## src/rtl/core/gic_pkg.sv

```systemverilog
package gic_pkg;

    // Slot counts of the three per-slot tables
    localparam int BUTTON_SLOTS = 16;
    localparam int HAT_SLOTS    = 8;
    localparam int AXIS_SLOTS   = 32;

    localparam int BTN_AW  = (BUTTON_SLOTS > 1) ? $clog2(BUTTON_SLOTS) : 1;
    localparam int HAT_AW  = (HAT_SLOTS > 1) ? $clog2(HAT_SLOTS) : 1;
    localparam int AXIS_AW = (AXIS_SLOTS > 1) ? $clog2(AXIS_SLOTS) : 1;

    // Opcodes
    localparam logic [2:0] OP_BUTTON       = 3'd0;
    localparam logic [2:0] OP_HAT          = 3'd1;
    localparam logic [2:0] OP_AXIS_CLAMPED = 3'd2;
    localparam logic [2:0] OP_AXIS_RAW     = 3'd3;
    localparam logic [2:0] OP_BATTERY      = 3'd4;
    localparam logic [2:0] OP_END_PASS     = 3'd5;

    // Event kinds
    localparam logic [1:0] EV_BUTTON  = 2'd0;
    localparam logic [1:0] EV_HAT     = 2'd1;
    localparam logic [1:0] EV_AXIS    = 2'd2;
    localparam logic [1:0] EV_BATTERY = 2'd3;

    // Configuration register indexes
    localparam int CFG_IDX_W  = 2;
    localparam int CFG_DATA_W = 17;
    localparam logic [CFG_IDX_W-1:0] CFG_DEADZONE         = 2'd0;
    localparam logic [CFG_IDX_W-1:0] CFG_CHANGE_THRESHOLD = 2'd1;
    localparam logic [CFG_IDX_W-1:0] CFG_HAT_THRESHOLD    = 2'd2;
    localparam logic [CFG_IDX_W-1:0] CFG_BATTERY_INTERVAL = 2'd3;

    // Hat direction bits
    localparam logic [3:0] HAT_UP    = 4'd1;
    localparam logic [3:0] HAT_RIGHT = 4'd2;
    localparam logic [3:0] HAT_DOWN  = 4'd4;
    localparam logic [3:0] HAT_LEFT  = 4'd8;

    localparam logic signed [17:0] Q_ONE     = 18'sd65536;
    localparam logic signed [17:0] Q_NEG_ONE = -18'sd65536;

    // Input transaction as presented at the port
    typedef struct packed {
        logic [2:0]         opcode;
        logic [4:0]         slot_index;
        logic signed [17:0] sample_a;
        logic signed [17:0] sample_b;
        logic               read_ok;
        logic [31:0]        time_ms;
    } in_item_t;

    // Item after the front stage: everything the update stage needs
    typedef struct packed {
        logic [2:0]         opcode;
        logic [4:0]         slot_index;
        logic               read_ok;
        logic [31:0]        time_ms;
        logic               a_zero;
        logic               a_pos;
        logic [3:0]         hat_mask;
        logic signed [15:0] axis_val;
        logic [6:0]         batt_lvl;
        logic [1:0]         batt_band;
    } s1_item_t;

    typedef struct packed {
        logic [1:0]         event_kind;
        logic [4:0]         event_index;
        logic signed [15:0] event_value;
    } out_item_t;

    // Pipeline control from the top level to the update stage
    typedef struct packed {
        logic adv;
        logic rd_en;
        logic s1_valid;
    } pipe_ctrl_t;

endpackage

```

## src/rtl/core/gic_in_if.sv

```systemverilog
interface gic_in_if;
    logic               valid;
    logic               ready;
    logic [2:0]         opcode;
    logic [4:0]         slot_index;
    logic signed [17:0] sample_a;
    logic signed [17:0] sample_b;
    logic               read_ok;
    logic [31:0]        time_ms;

    modport source (
        output valid, opcode, slot_index, sample_a, sample_b, read_ok, time_ms,
        input  ready
    );
    modport sink (
        input  valid, opcode, slot_index, sample_a, sample_b, read_ok, time_ms,
        output ready
    );
endinterface

```

## src/rtl/core/gic_out_if.sv

```systemverilog
interface gic_out_if;
    logic               valid;
    logic               ready;
    logic [1:0]         event_kind;
    logic [4:0]         event_index;
    logic signed [15:0] event_value;

    modport source (
        output valid, event_kind, event_index, event_value,
        input  ready
    );
    modport sink (
        input  valid, event_kind, event_index, event_value,
        output ready
    );
endinterface

```

## src/rtl/core/gic_ram.sv

```systemverilog
module gic_ram #(
    parameter int WIDTH = 8,
    parameter int DEPTH = 16
) (
    input  logic                                       clk,
    input  logic                                       we,
    input  logic [((DEPTH > 1) ? $clog2(DEPTH) : 1)-1:0] waddr,
    input  logic [WIDTH-1:0]                           wdata,
    input  logic                                       re,
    input  logic [((DEPTH > 1) ? $clog2(DEPTH) : 1)-1:0] raddr,
    output logic [WIDTH-1:0]                           rdata
);
    logic [WIDTH-1:0] mem [DEPTH];

    // Read-first: a read at the write address returns the old word
    always_ff @(posedge clk)
    begin
        if (we)
        begin
            mem[waddr] <= wdata;
        end
        if (re)
        begin
            rdata <= mem[raddr];
        end
    end
endmodule

```

## src/rtl/core/gic_prep.sv

```systemverilog
module gic_prep (
    input  logic                clk,
    input  logic                rst_n,
    input  logic                adv,
    input  logic                accept,
    input  gic_pkg::in_item_t   item,
    input  logic [16:0]         deadzone,
    input  logic [16:0]         hat_threshold,
    output logic                s1_valid,
    output gic_pkg::s1_item_t   s1
);
    import gic_pkg::*;

    logic signed [17:0] a_sat;
    logic signed [17:0] b_sat;
    logic [17:0]        a_mag;
    logic signed [17:0] v;
    logic signed [33:0] v_ext;
    logic signed [33:0] prod;
    logic signed [33:0] prod_adj;
    logic signed [18:0] th_s;
    logic signed [18:0] a_w;
    logic signed [18:0] b_w;
    logic [23:0]        batt_prod;
    logic               s1_valid_reg;
    s1_item_t           s1_next;
    s1_item_t           s1_reg;

    always_comb
    begin
        // Saturate to +-1.0
        if (item.sample_a > Q_ONE)          a_sat = Q_ONE;
        else if (item.sample_a < Q_NEG_ONE) a_sat = Q_NEG_ONE;
        else                                a_sat = item.sample_a;
        if (item.sample_b > Q_ONE)          b_sat = Q_ONE;
        else if (item.sample_b < Q_NEG_ONE) b_sat = Q_NEG_ONE;
        else                                b_sat = item.sample_b;

        a_mag = a_sat[17] ? 18'(-a_sat) : 18'(a_sat);

        // Hat quantiser
        th_s = signed'({2'b00, hat_threshold});
        a_w  = 19'(a_sat);
        b_w  = 19'(b_sat);
        s1_next.hat_mask = 4'd0;
        if (b_w > th_s)       s1_next.hat_mask = s1_next.hat_mask | HAT_DOWN;
        else if (b_w < -th_s) s1_next.hat_mask = s1_next.hat_mask | HAT_UP;
        if (a_w > th_s)       s1_next.hat_mask = s1_next.hat_mask | HAT_RIGHT;
        else if (a_w < -th_s) s1_next.hat_mask = s1_next.hat_mask | HAT_LEFT;

        // Axis: deadzone, then v * 32767 / 65536 truncated toward zero
        if (item.opcode == OP_AXIS_CLAMPED && a_mag <= {1'b0, deadzone})
            v = 18'sd0;
        else
            v = a_sat;
        v_ext    = 34'(v);
        prod     = (v_ext <<< 15) - v_ext;
        prod_adj = prod + (prod[33] ? 34'sd65535 : 34'sd0);
        s1_next.axis_val = 16'(prod_adj >>> 16);

        // Battery level 0..100
        batt_prod = {7'd0, a_sat[16:0]} * 24'd100;
        if (a_sat > 18'sd0) s1_next.batt_lvl = 7'(batt_prod >> 16);
        else                s1_next.batt_lvl = 7'd0;
        if (s1_next.batt_lvl <= 7'd5)       s1_next.batt_band = 2'd0;
        else if (s1_next.batt_lvl <= 7'd20) s1_next.batt_band = 2'd1;
        else if (s1_next.batt_lvl <= 7'd70) s1_next.batt_band = 2'd2;
        else                                s1_next.batt_band = 2'd3;

        s1_next.opcode     = item.opcode;
        s1_next.slot_index = item.slot_index;
        s1_next.read_ok    = item.read_ok;
        s1_next.time_ms    = item.time_ms;
        s1_next.a_zero     = (a_sat == 18'sd0);
        s1_next.a_pos      = (a_sat > 18'sd0);
    end

    always_ff @(posedge clk or negedge rst_n)
    begin
        if (!rst_n)
        begin
            s1_valid_reg <= 1'b0;
        end
        else if (adv)
        begin
            s1_valid_reg <= accept;
        end
    end

    always_ff @(posedge clk)
    begin
        if (accept)
        begin
            s1_reg <= s1_next;
        end
    end

    assign s1_valid = s1_valid_reg;
    assign s1       = s1_reg;
endmodule

```

## src/rtl/core/gic_update.sv

```systemverilog
module gic_update (
    input  logic                clk,
    input  logic                rst_n,
    input  gic_pkg::pipe_ctrl_t ctrl,
    input  logic [4:0]          rd_slot,
    input  gic_pkg::s1_item_t   s1,
    input  logic [15:0]         change_threshold,
    input  logic [15:0]         battery_interval_ms,
    output logic                ev_valid,
    output gic_pkg::out_item_t  ev
);
    import gic_pkg::*;

    logic commit;

    // Table ports
    logic                btn_we;
    logic [0:0]          btn_wdata;
    logic [0:0]          btn_q;
    logic                hat_we;
    logic [3:0]          hat_q;
    logic                axis_we;
    logic [15:0]         axis_q;
    logic [BTN_AW-1:0]   btn_addr;
    logic [HAT_AW-1:0]   hat_addr;
    logic [AXIS_AW-1:0]  axis_addr;

    logic [BUTTON_SLOTS-1:0] btn_vld_reg;
    logic [HAT_SLOTS-1:0]    hat_vld_reg;
    logic [AXIS_SLOTS-1:0]   axis_vld_reg;

    // Last committed write, for the item whose read overlapped it
    logic        fwd_en_reg;
    logic [1:0]  fwd_kind_reg;
    logic [4:0]  fwd_slot_reg;
    logic [15:0] fwd_data_reg;
    logic [1:0]  fwd_kind_next;
    logic [15:0] fwd_data_next;

    logic               btn_in_range;
    logic               hat_in_range;
    logic               axis_in_range;
    logic               btn_cur;
    logic [3:0]         hat_cur;
    logic signed [15:0] axis_cur;
    logic signed [16:0] diff;
    logic [16:0]        diff_mag;
    logic [31:0]        elapsed;
    logic               batt_skip;

    logic        hat_seen_reg;
    logic        hat_seen_next;
    logic        axis_seen_reg;
    logic        axis_seen_next;
    logic [31:0] batt_time_reg;
    logic [31:0] batt_time_next;
    logic        batt_timed_reg;
    logic        batt_timed_next;
    logic [6:0]  batt_level_reg;
    logic [6:0]  batt_level_next;
    logic        batt_known_reg;
    logic        batt_known_next;

    logic        emit;
    out_item_t   ev_next;
    logic        ev_valid_reg;
    out_item_t   ev_reg;

    assign commit    = ctrl.s1_valid && ctrl.adv;
    assign btn_addr  = s1.slot_index[BTN_AW-1:0];
    assign hat_addr  = s1.slot_index[HAT_AW-1:0];
    assign axis_addr = s1.slot_index[AXIS_AW-1:0];

    gic_ram #(.WIDTH(1), .DEPTH(BUTTON_SLOTS)) u_btn_ram (
        .clk   (clk),
        .we    (btn_we),
        .waddr (btn_addr),
        .wdata (btn_wdata),
        .re    (ctrl.rd_en),
        .raddr (rd_slot[BTN_AW-1:0]),
        .rdata (btn_q)
    );

    gic_ram #(.WIDTH(4), .DEPTH(HAT_SLOTS)) u_hat_ram (
        .clk   (clk),
        .we    (hat_we),
        .waddr (hat_addr),
        .wdata (s1.hat_mask),
        .re    (ctrl.rd_en),
        .raddr (rd_slot[HAT_AW-1:0]),
        .rdata (hat_q)
    );

    gic_ram #(.WIDTH(16), .DEPTH(AXIS_SLOTS)) u_axis_ram (
        .clk   (clk),
        .we    (axis_we),
        .waddr (axis_addr),
        .wdata (s1.axis_val),
        .re    (ctrl.rd_en),
        .raddr (rd_slot[AXIS_AW-1:0]),
        .rdata (axis_q)
    );

    always_comb
    begin
        btn_in_range  = {1'b0, s1.slot_index} < 6'(BUTTON_SLOTS);
        hat_in_range  = {1'b0, s1.slot_index} < 6'(HAT_SLOTS);
        axis_in_range = {1'b0, s1.slot_index} < 6'(AXIS_SLOTS);

        // Never-written entries read as zero; a write in the read cycle wins
        if (!btn_vld_reg[btn_addr])
            btn_cur = 1'b0;
        else if (fwd_en_reg && fwd_kind_reg == EV_BUTTON && fwd_slot_reg == s1.slot_index)
            btn_cur = fwd_data_reg[0];
        else
            btn_cur = btn_q[0];

        if (!hat_vld_reg[hat_addr])
            hat_cur = 4'd0;
        else if (fwd_en_reg && fwd_kind_reg == EV_HAT && fwd_slot_reg == s1.slot_index)
            hat_cur = fwd_data_reg[3:0];
        else
            hat_cur = hat_q;

        if (!axis_vld_reg[axis_addr])
            axis_cur = 16'sd0;
        else if (fwd_en_reg && fwd_kind_reg == EV_AXIS && fwd_slot_reg == s1.slot_index)
            axis_cur = fwd_data_reg;
        else
            axis_cur = axis_q;

        diff      = 17'(s1.axis_val) - 17'(axis_cur);
        diff_mag  = diff[16] ? 17'(-diff) : 17'(diff);
        elapsed   = s1.time_ms - batt_time_reg;
        batt_skip = batt_timed_reg && (elapsed < {16'd0, battery_interval_ms});
    end

    always_comb
    begin
        btn_we          = 1'b0;
        btn_wdata       = 1'b0;
        hat_we          = 1'b0;
        axis_we         = 1'b0;
        emit            = 1'b0;
        fwd_kind_next   = EV_BUTTON;
        fwd_data_next   = 16'd0;
        hat_seen_next   = hat_seen_reg;
        axis_seen_next  = axis_seen_reg;
        batt_time_next  = batt_time_reg;
        batt_timed_next = batt_timed_reg;
        batt_level_next = batt_level_reg;
        batt_known_next = batt_known_reg;
        ev_next.event_kind  = EV_BUTTON;
        ev_next.event_index = s1.slot_index;
        ev_next.event_value = 16'sd0;

        case (s1.opcode) inside
            OP_BUTTON:
            begin
                if (btn_in_range && ((btn_cur && s1.a_zero) || (!btn_cur && s1.a_pos)))
                begin
                    btn_we              = commit;
                    btn_wdata           = !btn_cur;
                    emit                = 1'b1;
                    fwd_kind_next       = EV_BUTTON;
                    fwd_data_next       = {15'd0, !btn_cur};
                    ev_next.event_value = {15'd0, !btn_cur};
                end
            end
            OP_HAT:
            begin
                if (hat_in_range && s1.read_ok && (!hat_seen_reg || hat_cur != s1.hat_mask))
                begin
                    hat_we              = commit;
                    emit                = 1'b1;
                    fwd_kind_next       = EV_HAT;
                    fwd_data_next       = {12'd0, s1.hat_mask};
                    ev_next.event_kind  = EV_HAT;
                    ev_next.event_value = {12'd0, s1.hat_mask};
                end
            end
            OP_AXIS_CLAMPED, OP_AXIS_RAW:
            begin
                if (axis_in_range && (!axis_seen_reg || diff_mag >= {1'b0, change_threshold}))
                begin
                    axis_we             = commit;
                    emit                = 1'b1;
                    fwd_kind_next       = EV_AXIS;
                    fwd_data_next       = s1.axis_val;
                    ev_next.event_kind  = EV_AXIS;
                    ev_next.event_value = s1.axis_val;
                end
            end
            OP_BATTERY:
            begin
                if (!batt_skip)
                begin
                    batt_time_next  = s1.time_ms;
                    batt_timed_next = 1'b1;
                    if (s1.read_ok && !(batt_known_reg && batt_level_reg == s1.batt_lvl))
                    begin
                        batt_level_next     = s1.batt_lvl;
                        batt_known_next     = 1'b1;
                        emit                = 1'b1;
                        ev_next.event_kind  = EV_BATTERY;
                        ev_next.event_index = 5'd0;
                        ev_next.event_value = {14'd0, s1.batt_band};
                    end
                end
            end
            OP_END_PASS:
            begin
                hat_seen_next  = 1'b1;
                axis_seen_next = 1'b1;
            end
            default:
            begin
            end
        endcase
    end

    always_ff @(posedge clk or negedge rst_n)
    begin
        if (!rst_n)
        begin
            btn_vld_reg    <= '0;
            hat_vld_reg    <= '0;
            axis_vld_reg   <= '0;
            fwd_en_reg     <= 1'b0;
            hat_seen_reg   <= 1'b0;
            axis_seen_reg  <= 1'b0;
            batt_time_reg  <= 32'd0;
            batt_timed_reg <= 1'b0;
            batt_level_reg <= 7'd0;
            batt_known_reg <= 1'b0;
            ev_valid_reg   <= 1'b0;
        end
        else
        begin
            if (btn_we)  btn_vld_reg[btn_addr]   <= 1'b1;
            if (hat_we)  hat_vld_reg[hat_addr]   <= 1'b1;
            if (axis_we) axis_vld_reg[axis_addr] <= 1'b1;
            if (ctrl.adv)
            begin
                fwd_en_reg   <= btn_we || hat_we || axis_we;
                ev_valid_reg <= commit && emit;
            end
            if (commit)
            begin
                hat_seen_reg   <= hat_seen_next;
                axis_seen_reg  <= axis_seen_next;
                batt_time_reg  <= batt_time_next;
                batt_timed_reg <= batt_timed_next;
                batt_level_reg <= batt_level_next;
                batt_known_reg <= batt_known_next;
            end
        end
    end

    always_ff @(posedge clk)
    begin
        if (ctrl.adv)
        begin
            fwd_kind_reg <= fwd_kind_next;
            fwd_slot_reg <= s1.slot_index;
            fwd_data_reg <= fwd_data_next;
        end
        if (commit && emit)
        begin
            ev_reg <= ev_next;
        end
    end

    assign ev_valid = ev_valid_reg;
    assign ev       = ev_reg;
endmodule

```

## src/rtl/core/gamepad_input_conditioner.sv

```systemverilog
// An accepted sample passes the front-stage register, then the event output register.
// Throughput: one sample per cycle unless the output stalls; the update stage can read and write
// its slot tables in the same cycle, one memory port for reads and one for writes.
// Reset: rst_n clears all control state; slot tables read as released/centred/zero until
// written, through per-entry valid bits, so no clearing pass is needed.
module gamepad_input_conditioner (
    input  logic                                 clk,
    input  logic                                 rst_n,
    gic_in_if.sink                               samples,
    gic_out_if.source                            events,
    input  logic                                 cfg_wr_en,
    input  logic [gic_pkg::CFG_IDX_W-1:0]        cfg_index,
    input  logic [gic_pkg::CFG_DATA_W-1:0]       cfg_wdata
);
    import gic_pkg::*;

    logic [16:0] deadzone_reg;
    logic [15:0] change_threshold_reg;
    logic [16:0] hat_threshold_reg;
    logic [15:0] battery_interval_reg;

    logic       adv;
    logic       accept;
    logic       s1_valid;
    logic       ev_valid;
    in_item_t   item;
    s1_item_t   s1;
    out_item_t  ev;
    pipe_ctrl_t ctrl;

    // Configuration: the user must write it only while the pipeline is empty; the block does not enforce this
    always_ff @(posedge clk or negedge rst_n)
    begin
        if (!rst_n)
        begin
            deadzone_reg         <= 17'd3276;
            change_threshold_reg <= 16'd64;
            hat_threshold_reg    <= 17'd32768;
            battery_interval_reg <= 16'd1000;
        end
        else if (cfg_wr_en)
        begin
            unique case (cfg_index)
                CFG_DEADZONE:         deadzone_reg         <= cfg_wdata;
                CFG_CHANGE_THRESHOLD: change_threshold_reg <= cfg_wdata[15:0];
                CFG_HAT_THRESHOLD:    hat_threshold_reg    <= cfg_wdata;
                CFG_BATTERY_INTERVAL: battery_interval_reg <= cfg_wdata[15:0];
                default:
                begin
                end
            endcase
        end
    end

    // Advance the whole pipeline whenever the output register is free or
    // being drained; hold everything otherwise.
    assign adv           = !ev_valid || events.ready;
    assign accept        = samples.valid && adv;
    assign samples.ready = adv;

    assign item.opcode     = samples.opcode;
    assign item.slot_index = samples.slot_index;
    assign item.sample_a   = samples.sample_a;
    assign item.sample_b   = samples.sample_b;
    assign item.read_ok    = samples.read_ok;
    assign item.time_ms    = samples.time_ms;

    assign ctrl.adv      = adv;
    assign ctrl.rd_en    = accept;
    assign ctrl.s1_valid = s1_valid;

    // Front stage: saturate, quantise hats, scale axes, compute battery level;
    // table reads are issued in the same cycle.
    gic_prep u_prep (
        .clk           (clk),
        .rst_n         (rst_n),
        .adv           (adv),
        .accept        (accept),
        .item          (item),
        .deadzone      (deadzone_reg),
        .hat_threshold (hat_threshold_reg),
        .s1_valid      (s1_valid),
        .s1            (s1)
    );

    // Update stage: compare against table contents, write back, drop or
    // register the event.
    gic_update u_update (
        .clk                 (clk),
        .rst_n               (rst_n),
        .ctrl                (ctrl),
        .rd_slot             (samples.slot_index),
        .s1                  (s1),
        .change_threshold    (change_threshold_reg),
        .battery_interval_ms (battery_interval_reg),
        .ev_valid            (ev_valid),
        .ev                  (ev)
    );

    assign events.valid       = ev_valid;
    assign events.event_kind  = ev.event_kind;
    assign events.event_index = ev.event_index;
    assign events.event_value = ev.event_value;
endmodule

```

## src/flat_wrapper.sv

```systemverilog
// flat-port wrapper written by rule: the top's interface ports become plain ports
module gamepad_input_conditioner_flat import gic_pkg::*;
  (clk, rst_n, cfg_wr_en, cfg_index, cfg_wdata, samples_valid, samples_opcode, samples_slot_index, samples_sample_a, samples_sample_b, samples_read_ok, samples_time_ms, samples_ready, events_valid, events_event_kind, events_event_index, events_event_value, events_ready);
  gic_in_if samples_i ();
  gic_out_if events_i ();
  input  logic clk;
  input  logic rst_n;
  input  logic cfg_wr_en;
  input  logic [gic_pkg::CFG_IDX_W-1:0] cfg_index;
  input  logic [gic_pkg::CFG_DATA_W-1:0] cfg_wdata;
  input wire logic [$bits(samples_i.valid)-1:0] samples_valid;
  input wire logic [$bits(samples_i.opcode)-1:0] samples_opcode;
  input wire logic [$bits(samples_i.slot_index)-1:0] samples_slot_index;
  input wire logic [$bits(samples_i.sample_a)-1:0] samples_sample_a;
  input wire logic [$bits(samples_i.sample_b)-1:0] samples_sample_b;
  input wire logic [$bits(samples_i.read_ok)-1:0] samples_read_ok;
  input wire logic [$bits(samples_i.time_ms)-1:0] samples_time_ms;
  output wire logic [$bits(samples_i.ready)-1:0] samples_ready;
  output wire logic [$bits(events_i.valid)-1:0] events_valid;
  output wire logic [$bits(events_i.event_kind)-1:0] events_event_kind;
  output wire logic [$bits(events_i.event_index)-1:0] events_event_index;
  output wire logic [$bits(events_i.event_value)-1:0] events_event_value;
  input wire logic [$bits(events_i.ready)-1:0] events_ready;
  assign samples_i.valid = samples_valid;
  assign samples_i.opcode = samples_opcode;
  assign samples_i.slot_index = samples_slot_index;
  assign samples_i.sample_a = samples_sample_a;
  assign samples_i.sample_b = samples_sample_b;
  assign samples_i.read_ok = samples_read_ok;
  assign samples_i.time_ms = samples_time_ms;
  assign samples_ready = samples_i.ready;
  assign events_valid = events_i.valid;
  assign events_event_kind = events_i.event_kind;
  assign events_event_index = events_i.event_index;
  assign events_event_value = events_i.event_value;
  assign events_i.ready = events_ready;
  gamepad_input_conditioner u_core (.clk(clk), .rst_n(rst_n), .samples(samples_i), .events(events_i), .cfg_wr_en(cfg_wr_en), .cfg_index(cfg_index), .cfg_wdata(cfg_wdata));
endmodule
```

## config.mk

```make
export PLATFORM = sky130hd
export DESIGN_NAME = gamepad_input_conditioner_flat
export DESIGN_NICKNAME = d
export VERILOG_FILES = /design/src/rtl/core/gic_pkg.sv /design/src/rtl/core/gic_in_if.sv /design/src/rtl/core/gic_out_if.sv /design/src/rtl/core/gic_ram.sv /design/src/rtl/core/gic_prep.sv /design/src/rtl/core/gic_update.sv /design/src/rtl/core/gamepad_input_conditioner.sv /design/src/flat_wrapper.sv
export SDC_FILE = /design/constraint.sdc
export NUM_CORES = 1
export LEC_CHECK = 0
export BUFFER_PORTS_ARGS = -buffer_cell sky130_fd_sc_hd__buf_2
export CORE_MARGIN = 2
export CORE_UTILIZATION = 53
export CTS_BUF_LIST = sky130_fd_sc_hd__clkbuf_8
export DETAILED_ROUTE_END_ITERATION = 10
export PLACE_DENSITY = 0.7
export REMOVE_ABC_BUFFERS = 1
export SETUP_SLACK_MARGIN = 0.3
export SYNTH_ARGS = -nofsm -noshare
export SYNTH_HDL_FRONTEND = slang
export SYNTH_SLANG_ARGS = --single-unit
export TNS_END_PERCENT = 50
```

## constraint.sdc

```tcl
create_clock -name clk -period 10.2 [get_ports clk]
set_clock_uncertainty 0.05 [all_clocks]
set_input_delay 0.51 -clock clk [delete_from_list [all_inputs] [get_ports clk]]
set_output_delay 0.51 -clock clk [all_outputs]
set_load 0.02 [all_outputs]
```

# After elaboration in Yosys (flattened, before gate mapping)
# Memories as Yosys holds them, arrays and structs flattened. A register that Yosys moved wholly into a read port is not among the register bits.
# Index checks and enable logic that the tools add are counted.
# totals
regBits	285
inputBits	101
mem_bits_rw	560
memories	3
wordCells	215
output_inout_bits	25
# mem_list
name	words	word_bits	rd	rd_ports_with_merged_regs	wr	line	text
u_core.u_update.u_axis_ram.mem	32	16	1	1	1	gic_ram.sv:13	logic [WIDTH-1:0] mem [DEPTH];
u_core.u_update.u_hat_ram.mem	8	4	1	1	1	gic_ram.sv:13	
u_core.u_update.u_btn_ram.mem	16	1	1	1	1	gic_ram.sv:13	
# classes
addsub	7
n_bitwise	8
magnitude_cmp	23
mul	1
n_reduce_logical	44
n_eq_ne	14
mux	82
# ops
cell	n
$mux 16	11
$mux 18	6
$mux 23	2
$mux 1	39
$lt 18x19->1	2
$gt 18x18->1	2
$gt 18x18->1 const B	2
$lt 18x17->1 const B	2
$sub 33x18->34	1
$add 32x17->32	1
$lt 32x16->1	1
$or 32x32->32	1
$sub 32x32->32	1
$logic_and 1x1->1	21
$mul 17x5->21 const B	1
$mux 4	5
$mux 5	4
$neg 17->19	1
$gt 18x1->1 const B	1
$le 18x17->1	1
$logic_not 18->1	1
$neg 18->18	1
$ge 17x16->1	1
$mux 17	1
41 further kinds	70

# Depth between registers and ports, before layout
# Gate-level depths: netlist of run 1.
# depth
depth_word	16
depth_mapped	43
depth_no_buf	37

# Modules after synthesis
# Synthesis of run 1 repeated with hierarchy kept, for this count alone.
# hier_totals
hier_cells	3455
hier_area_um2	45041.9
# modules_own_cells
module	area_per_inst_um2	cells_per_inst	n_inst	seq_area_each_um2
gic_ram (u_core.u_update.u_axis_ram)	20694.8	1143	1	15855.2
gic_update	10657.7	1056	1	3883.7
gic_prep	9012.4	1004	1	2187.1
gamepad_input_conditioner	2511.2	142	1	1669.1
gic_ram (u_core.u_update.u_hat_ram)	1410.1	63	1	1081.0
gic_ram (u_core.u_update.u_btn_ram)	755.7	47	1	510.5

# Worst setup path after synthesis of run 1
# No wires, ideal clock.
# synth_path
kind	input port to flip-flop
start	input port samples_sample_a[11]
end	register u_core.u_prep.s1_reg (netlist bit u_core.u_prep.s1[23]), data pin
t_arrival_ns	9.754
n_path_buf	3
setup_slack_ns	0.130
stages	36
cell_sequence	or4_4 -> or3_4 -> o41ai_4 -> buf_6 -> clkbuf_1 -> nand2_1 -> ha_1 -> and4_1 -> o211ai_1 -> o21ai_0 -> xor2_1 -> ha_1 -> nand4_1 -> nor4_1 -> nand4_1 -> o21a_1 -> o21ai_0 -> ha_1 -> o21ai_0 -> o21bai_1 -> o31ai_1 -> o22ai_1 -> a211oi_1 -> o21a_1 -> ha_1 -> nand4_1 -> or4_1 -> a21oi_1 -> a221o_1 -> a41o_1 -> and4_1 -> buf_4 -> nand4_2 -> nor4_4 -> nand4_1 -> xor2_1
# synth_via
elab_chain_cells	11
word_cells_on_any_way	12
classes_between	add/sub: 3; order compare: 3; mux: 5; reduce/logical: 1
# synth_lines
item	line	text
from (decl)	flat_wrapper.sv:14	input wire logic [$bits(samples_i.sample_a)-1:0] samples_sample_a;
$lt 18x17->1	gic_prep.sv:33	else if (item.sample_a < Q_NEG_ONE) a_sat = Q_NEG_ONE;
$mux 18	gic_prep.sv:33	
$mux 18 (*)	gic_prep.sv:32	if (item.sample_a > Q_ONE) a_sat = Q_ONE;
$neg 18->18	gic_prep.sv:39	a_mag = a_sat[17] ? 18'(-a_sat) : 18'(a_sat);
$mux 18	gic_prep.sv:39	
$le 18x17->1	gic_prep.sv:52	if (item.opcode == OP_AXIS_CLAMPED && a_mag <= {1'b0, deadzone})
$logic_and 1x1->1	gic_prep.sv:52	
$mux 18 (*)	gic_prep.sv:52	
$sub 33x18->34 (*)	gic_prep.sv:57	prod = (v_ext <<< 15) - v_ext;
$mux 16	gic_prep.sv:58	prod_adj = prod + (prod[33] ? 34'sd65535 : 34'sd0);
$add 32x17->32 (*)	gic_prep.sv:58	
via u_core.u_prep.prod_adj[30]	gic_prep.sv:20	logic signed [33:0] prod_adj;
to (signal assigned)	gic_prep.sv:94	s1_reg <= s1_next;
to (decl)	gic_prep.sv:27	s1_item_t s1_reg;
# The timed path passes the listed nets; every way through them passes the cells marked *.
# A chain may end at the register's enable or synchronous reset.

# Final worst setup path of run 1
# Same ends and word-level chain as after synthesis.

==> results of run 1 <==
==> layer usage <==
| metal | GRT usage | up-vias | part of all wire |
|---|---|---|---|
| met5 | 0 | - | 0.00012 |
| met4 | 0.08341 | 2 | 0.025 |
| met3 | 0.04115 | 191 | 0.065 |
| met2 | 0.4312 | 1010 | 0.50 |
| met1 | 0.3385 | 13874 | 0.41 |
| li1 | - | 12297 | - |
==> cells by family (layout without fill, tap and decap cells) <==
family                   count (synthesis)  count (layout)  synth area share
other                                    0               2                 0
multiplexers                           328             328            0.1328
flip-flops                             866             866            0.5766
AND/OR/NAND/NOR                        662             662           0.07958
adder cells (fa/ha/maj)                280             280           0.08244
XOR/XNOR                               124             124           0.02486
buffers and inverters                  332             715           0.02948
AO/OA/AOI/OAI                          477             477           0.07422
==> worst max-delay path: cells and delay by family <==
family	cells	cell delay, ns
buf+inv	3	0.68
fa+ha+maj	4	1.07
compound gates	17	4.08
simple gates	10	2.93
xor+xnor	2	0.36
==> power by group through the flow <==
stage	clock network [mW]	registers [mW]	logic, mW
after global placement	0	4.59	2.85
after global routing	3.03	4.59	3.35
after CTS	2.87	4.55	2.99
final	2.83	4.55	3.02
after floorplan	0	4.61	2.02
after detailed placement	0	4.62	2.95
==> cells in the final DEF (no fill, tap or decap), types with 9 or more instances in the layout <==
cell type | netlist | routed
sky130_fd_sc_hd__xnor2_1 | 72 | 72
sky130_fd_sc_hd__o21ai_0 | 86 | 85
sky130_fd_sc_hd__and4_1 | 9 | 9
sky130_fd_sc_hd__nand4_1 | 32 | 32
sky130_fd_sc_hd__nor2_1 | 141 | 141
sky130_fd_sc_hd__nor4_1 | 23 | 23
sky130_fd_sc_hd__nor3_2 | 2 | 34
sky130_fd_sc_hd__nand3_1 | 39 | 39
sky130_fd_sc_hd__nand2b_1 | 20 | 19
sky130_fd_sc_hd__nor3_1 | 69 | 37
sky130_fd_sc_hd__and2_1 | 53 | 52
sky130_fd_sc_hd__a211oi_1 | 20 | 20
sky130_fd_sc_hd__nor2b_1 | 28 | 28
sky130_fd_sc_hd__xor2_1 | 52 | 52
sky130_fd_sc_hd__a31oi_1 | 23 | 21
sky130_fd_sc_hd__buf_4 | 1 | 79
sky130_fd_sc_hd__dfstp_2 | 14 | 14
sky130_fd_sc_hd__o31ai_1 | 10 | 10
sky130_fd_sc_hd__a21oi_1 | 111 | 111
sky130_fd_sc_hd__clkbuf_8 | 0 | 142
sky130_fd_sc_hd__o21a_1 | 38 | 37
sky130_fd_sc_hd__a21o_1 | 46 | 46
sky130_fd_sc_hd__dfrtp_1 | 153 | 153
sky130_fd_sc_hd__o211ai_1 | 19 | 19
sky130_fd_sc_hd__mux4_2 | 190 | 190
sky130_fd_sc_hd__nand2_1 | 132 | 132
sky130_fd_sc_hd__buf_2 | 6 | 122
sky130_fd_sc_hd__edfxtp_1 | 699 | 699
sky130_fd_sc_hd__or2_2 | 45 | 45
sky130_fd_sc_hd__dlygate4sd3_1 | 0 | 51
sky130_fd_sc_hd__fa_1 | 13 | 13
sky130_fd_sc_hd__mux2i_1 | 27 | 27
sky130_fd_sc_hd__ha_1 | 267 | 267
sky130_fd_sc_hd__inv_1 | 213 | 266
sky130_fd_sc_hd__clkinv_1 | 0 | 25
sky130_fd_sc_hd__mux2_2 | 111 | 111
sky130_fd_sc_hd__a31o_2 | 40 | 40
sky130_fd_sc_hd__and3_1 | 20 | 20
sky130_fd_sc_hd__o21bai_1 | 18 | 18
==> per-stage QoR <==
stage               worst slack (ns)  area (µm²)  hold WS, ns  instances  utilization
detailed placement           0.07462       45970       0.4033       4224       0.5616
global placement              0.3266       45970       0.3935       4224       0.5616
floorplan                    -0.3971       43190       0.1644       2950            -
CTS                           0.9238       49100     0.006038       4522       0.5999
global route                  0.3120       49110      0.03984       4524       0.6000
finish                         1.022       49110      0.06454       4524       0.6000
==> worst paths after layout <==
check / slack (ns) / start / endpoint / cells after the start
min reg2reg: 0.41 / u_core.u_update.axis_vld_reg[7] / u_core.u_update.axis_vld_reg[7] / 1
min in group asynchronous: 0.40 / rst_n / u_core.u_update.batt_time_reg[27] / 2
max reg2reg: 1.27 / u_core.u_prep.s1[66] / u_core.u_update.fwd_data_reg[12] / 35
min: 0.06 / cfg_wdata[8] / u_core.deadzone_reg[8] / 3
max: 1.02 / samples_sample_a[11] / u_core.u_prep.s1[23] / 36
max in group asynchronous: 8.25 / rst_n / u_core.change_threshold_reg[13] / 3
==> repair_timing <==
| item | 4_1_cts | 5_1_grt |
|---|---|---|
| endpoints found under the setup margin | 0 | 5 |
| hold buffers | 51 | 0 |
| resized for setup | 0 | 1 |
| hold endpoints to repair | 177 | 0 |
==> layout make-up <==
class	instances	area share
clock inverter	105	0.01363
timing repair buffer	255	0.03567
tap	1070	0.02726
antenna	2	0.0001019
sequential	866	0.5129
clock buffer	142	0.03980
inverter	213	0.01628
multi-input combinational	1871	0.3544
==> key figures, run 1 <==
Power and ir drop
  – Peak VDD IR: 0.09981 mV
  – Switching power: 3.369 mW
  – Areal power density over the cells: 211.7 mW/mm²
  – Leakage Power: 18.98 nW
  – Part of the power in combinational logic: 0.290
  – Cell internal power dissipation: 7.025 mW
  – Clk network pwr share: 0.272
  – Switching power share of the total: 0.3241
  – Power Total: 10.39 mW
  – Relative contribution of sequential cells to total power: 0.438

Synth
  – Ys Warns: 0
  – Post-synthesis average cell area: 14.23 µm²
  – Area fraction of the dominant cell type after synthesis: 0.4806
  – Post-synthesis instance area: 0.04368 mm²
  – Cell with the most instances after synthesis: sky130_fd_sc_hd__edfxtp_1
  – List of most frequent post-synthesis cells: sky130_fd_sc_hd__edfxtp_1, sky130_fd_sc_hd__ha_1, sky130_fd_sc_hd__inv_1
  – Distinct cell type count after synthesis: 87
  – Commonest register cell after synthesis: sky130_fd_sc_hd__edfxtp_1
  – Cell type with the largest total area after synthesis: sky130_fd_sc_hd__edfxtp_1
  – Synth async-reset ratio: 0.1928
  – Total of flip-flops plus latches after synthesis: 866
  – Part of the Yosys area used for sequential elements: 0.5766
  – Synthesized instance count: 3069
  – Number of synthesized flops with an enable pin: 699
  – Main area contributors after synthesis: sky130_fd_sc_hd__edfxtp_1, sky130_fd_sc_hd__mux4_2, sky130_fd_sc_hd__dfrtp_1

Detailed routing
  – Count of TritonRoute iterations in the first routing pass: 5
  – Number of vias after detailed routing: 27374
  – DRC marker count from the first detailed-route iteration: 2233
  – Routed wire per std cell: 23.65 µm
  – DRC violation count after routing: 0
  – Final antenna-violating net count: 0
  – Via count normalized by instance count: 6.051
  – DRT Wirelength: 107.0 mm

Cells and area
  – Fraction of final layout cells with drive strength greater than 1: 0.2419
  – Area used by multi-input combinational logic: 0.01740 mm²
  – Post-synthesis to final-layout area growth: 12.43%
  – Flip-flop count of the largest register after layout: 512
  – Fill cell instance count of the final layout: 6278
  – Register area: 0.02519 mm²
  – Final net count: 3724

Timing
  – Final clock period utilization by the worst path: 0.8998
  – Setup TNS Final: 0 ns
  – Rel. slew slack: 0.08714
  – Fmax: 109.0 MHz
  – Fin crit period: 9.178 ns
  – Transition at the pin with the smallest max-transition slack: 1.369 ns
  – Fin. max-slew vios: 0
  – Setup violations, final: 0
  – Final Hold Fails: 0
  – Setup repair after global routing missed its margin: false

GRT
  – Global-route wire length before repair: 164.8 mm
  – GRT Util Overall: 0.2550
  – Number of antenna violations at the first check in global routing: 4
  – Grt ovf: 0
  – Largest net degree at the start of global routing: 104
  – Vias in the first global route: 28346

Setup path
  – Cell repeated most along the worst path: sky130_fd_sc_hd__ha_1
  – CP max-delay cell: sky130_fd_sc_hd__or4_4
  – Startpoint class of the critical path: primary input
  – Endpoint kind of the worst setup timing path: flip-flop
  – Biggest cell delay along the critical path: 0.55 ns
  – Required time of the worst setup path: 10.67 ns
  – Type of the worst setup path: in -> reg
  – Critical-path maximum fanout: 13
  – Arrival @ worst endpoint: 9.65 ns

Clocking
  – CTS root buffer: sky130_fd_sc_hd__clkbuf_8
  – Clock insertion delay at the later pin of the skew report: 0.80 ns
  – Num CTS Buffers: 136
  – TritonCTS clock tree: built
  – Max Buffers Root-to-Sink: 3
  – CTS H-tree lvls: 4
  – Clock transition at the register clock pins on the worst setup and hold paths after CTS: 0.06 ns
  – Buffers inserted by post-CTS timing repair: 0
  – Clock sink total: 866

Status
  – Outcome: completed

Run
  – Max-cap violations: 0

Floorplan
  – Horiz. Die Dim: 291.1 µm
  – Initial Utilization: 0.5337
  – Count of boundary I/O pins: 126
  – Die outline area: 0.08472 mm²
  – Placement Rows: 105
  – Die height: 291.1 µm
  – Standard cell core area: 0.08185 mm²

Place
  – Final RePlAce weighted congestion: 0.8892
  – Number of buffers added on ports: 125
  – Detail Placement HPWL: 72.62 mm

Hold path
  – Worst hold-check path type: in -> reg
(Power assumes the default switching activity.)
==> inputs of run 2 (changes only) <==
- RECOVER_POWER: default -> 25
==> run 2 against run 1 <==
  * The flow now finishes with violations (capacitance limit, slew limit)
  * Total power about the same
  * Final area down 0.15%
  * Count of clock-buffer cells in the layout stayed put
  * Highest routed layer unchanged
==> key figures, run 2 (synthesis gave the netlist of run 1 again) <==
Status
  – Outcome: complete, but fails checks (was completed)
  – Violations in the final reports: capacitance limit, slew limit

Setup path
  – Startpoint class of the critical path: flip-flop (was primary input)
  – Type of the worst setup path: reg -> reg (was in -> reg)
  – Endpoint kind of the worst setup timing path: flip-flop (unchanged)
  – Arrival @ worst endpoint: 9.69 ns (was 9.65 ns)
  – Cell repeated most along the worst path: sky130_fd_sc_hd__o21a_1 (was sky130_fd_sc_hd__ha_1)
  – CP max-delay cell: sky130_fd_sc_hd__clkbuf_1 (was sky130_fd_sc_hd__or4_4)
  – Launch point of the critical path: u_core.u_prep.s1[67] (was samples_sample_a[11])
  – Required time of the worst setup path: 10.68 ns (was 10.67 ns)
  – Biggest cell delay along the critical path: 0.77 ns (was 0.55 ns)
  – Critical-path maximum fanout: 35 (was 13)
  – Reg-to-Reg Start: u_core.u_prep.s1[67] (was u_core.u_prep.s1[66])

Cells and area
  – Commonest non-fill, non-tap cells in the layout: sky130_fd_sc_hd__edfxtp_1, sky130_fd_sc_hd__ha_1, sky130_fd_sc_hd__inv_1 (unchanged)
  – Post-layout util: 0.5991 (was 0.6000)
  – Fraction of final layout cells with drive strength greater than 1: 0.2352 (was 0.2419)
  – Layout Cells excl Fill: 4524 (unchanged)
  – Most common cell after layout, fill and taps aside: sky130_fd_sc_hd__edfxtp_1 (unchanged)
  – Flip-flop count of the largest register after layout: 512 (unchanged)
  – Area used by multi-input combinational logic: 0.01740 mm² (about the same)
  – Post-synthesis to final-layout area growth: 12.26% (was 12.43%)
  – Final net count: 3724 (unchanged)
  – Register area: 0.02519 mm² (unchanged)
  – Fill cell instance count of the final layout: 6300 (was 6278)

Floorplan
  – Initial Utilization: 0.5337 (unchanged)
  – Die outline area: 0.08472 mm² (unchanged)
  – Horiz. Die Dim: 291.1 µm (unchanged)
  – Die height: 291.1 µm (unchanged)
  – Count of boundary I/O pins: 126 (unchanged)
  – Standard cell core area: 0.08185 mm² (unchanged)
  – Placement Rows: 105 (unchanged)

GRT
  – Top Usage Layer GRT: met2 (unchanged)
  – Largest net degree at the start of global routing: 104 (unchanged)
  – GR Util met3: 0.04115 (unchanged)
  – GRT Util Overall: 0.2550 (unchanged)
  – Met1 Usage GRT: 0.3385 (unchanged)
  – Number of antenna violations at the first check in global routing: 4 (unchanged)
  – Vias in the first global route: 28346 (unchanged)
  – Grt ovf: 0 (unchanged)
  – Global Route met2 Usage: 0.4312 (unchanged)
  – Global-route wire length before repair: 164.8 mm (unchanged)

Timing
  – Fin crit period: 9.210 ns (was 9.178 ns)
  – Final clock period utilization by the worst path: 0.9029 (was 0.8998)
  – Setup violations, final: 0 (unchanged)
  – Setup TNS Final: 0 ns (unchanged)
  – Worst hold-check slack: 0.06466 ns (was 0.06454 ns)
  – Fin. max-slew vios: 378 (was 0)
  – Setup repair after global routing missed its margin: false (unchanged)
  – Fmax: 108.6 MHz (was 109.0 MHz)
  – Rel. slew slack: -1.667 (was 0.08714)
  – Transition at the pin with the smallest max-transition slack: 4.001 ns (was 1.369 ns)
  – Final Hold Fails: 0 (unchanged)

Clocking
  – Clock sink total: 866 (unchanged)
  – CTS root buffer: sky130_fd_sc_hd__clkbuf_8 (unchanged)
  – Max Buffers Root-to-Sink: 3 (unchanged)
  – Clock insertion delay at the later pin of the skew report: 0.79 ns (was 0.80 ns)
  – Buffers inserted by post-CTS timing repair: 0 (unchanged)
  – Num CTS Buffers: 136 (unchanged)
  – TritonCTS clock tree: built (unchanged)
  – Clock transition at the register clock pins on the worst setup and hold paths after CTS: 0.07 ns (was 0.06 ns)
  – CTS H-tree lvls: 4 (unchanged)

Hold path
  – Start point of the worst hold path: cfg_wdata[8] (unchanged)
  – Worst hold-check path type: in -> reg (unchanged)

Detailed routing
  – Count of TritonRoute iterations in the first routing pass: 7 (was 5)
  – DRC marker count from the first detailed-route iteration: 2306 (was 2233)
  – Final antenna-violating net count: 0 (unchanged)
  – Number of vias after detailed routing: 27349 (was 27374)
  – Routed wire per std cell: 23.63 µm (was 23.65 µm)
  – DRT Wirelength: 106.9 mm (was 107.0 mm)
  – DRC violation count after routing: 0 (unchanged)
  – Via count normalized by instance count: 6.045 (was 6.051)

Run
  – Max-cap violations: 11 (was 0)

Place
  – Number of buffers added on ports: 125 (unchanged)
  – Final RePlAce weighted congestion: 0.8892 (unchanged)
  – Detail Placement HPWL: 72.62 mm (unchanged)
  – Total placed cells including tap cells: 4224 (unchanged)

Power and ir drop
  – Areal power density over the cells: 211.9 mW/mm² (was 211.7 mW/mm²)
  – Power Total: 10.39 mW (about the same)
  – Leakage Power: 18.90 nW (was 18.98 nW)
  – Peak VDD IR: 0.09957 mV (was 0.09981 mV)
[run 2: metal layers]
metal | wire [µm] | up-vias
met3 | 6957 | 190
met5 | 13 | -
met1 | 44070 | 13859
met4 | 2764 | 2
met2 | 53120 | 1000
li1 | - | 12298
[run 2: final timing paths]
check | cells past startpoint | slack (ns) | to
min in group asynchronous | 2 | 0.41 | u_core.u_update.batt_time_reg[27]
worst min-delay path | 3 | 0.06 | u_core.deadzone_reg[8]
worst max register to register | 34 | 0.99 | u_core.u_update.fwd_data_reg[12]
worst max-delay path | 34 | 0.99 | u_core.u_update.fwd_data_reg[12]
max in group asynchronous | 3 | 8.24 | u_core.u_update.batt_level_reg[6]
worst min register to register | 1 | 0.41 | u_core.u_update.axis_vld_reg[0]
[run 2: repair_timing]
action,CTS,global route
endpoints found under the setup margin,0,5
hold buffers,51,0
gates resized for setup,0,1
endpoints found under the hold margin,177,0
[run 2: critical path, delay by kind of cell, from the launching register on]
kind	cells	cell delay (ns)
xor+xnor	1	0.15
mux	1	0.09
buf+inv	4	2.18
simple gates	9	1.99
flops	1	0.31
compound gates	17	3.44
fa+ha+maj	2	0.73
[run 2: layout make-up]
class,instances,share of cell area
clock buffers,142,0.03986
multi-input cells,1871,0.3548
inverters,213,0.01631
diodes,2,0.0001021
well taps,1070,0.02730
flip-flops and latches,866,0.5137
repair buffers,255,0.03435
clock inverters,105,0.01365
[run 2: where the power goes]
group	internal [mW]	total [mW]	leakage [nW]	switching [mW]
logic	1.22	3.01	8.89	1.79
registers	4.33	4.56	8.50	0.232
clock network	1.48	2.82	1.51	1.35
[run 2: per-stage QoR]
step	setup slack (ns)	area (µm²)
after floorplan	-0.3971	43190
after global placement	0.3266	45970
after detailed placement	0.07462	45970
after CTS	0.9238	49100
after global routing	0.3120	49030
final	0.9905	49030
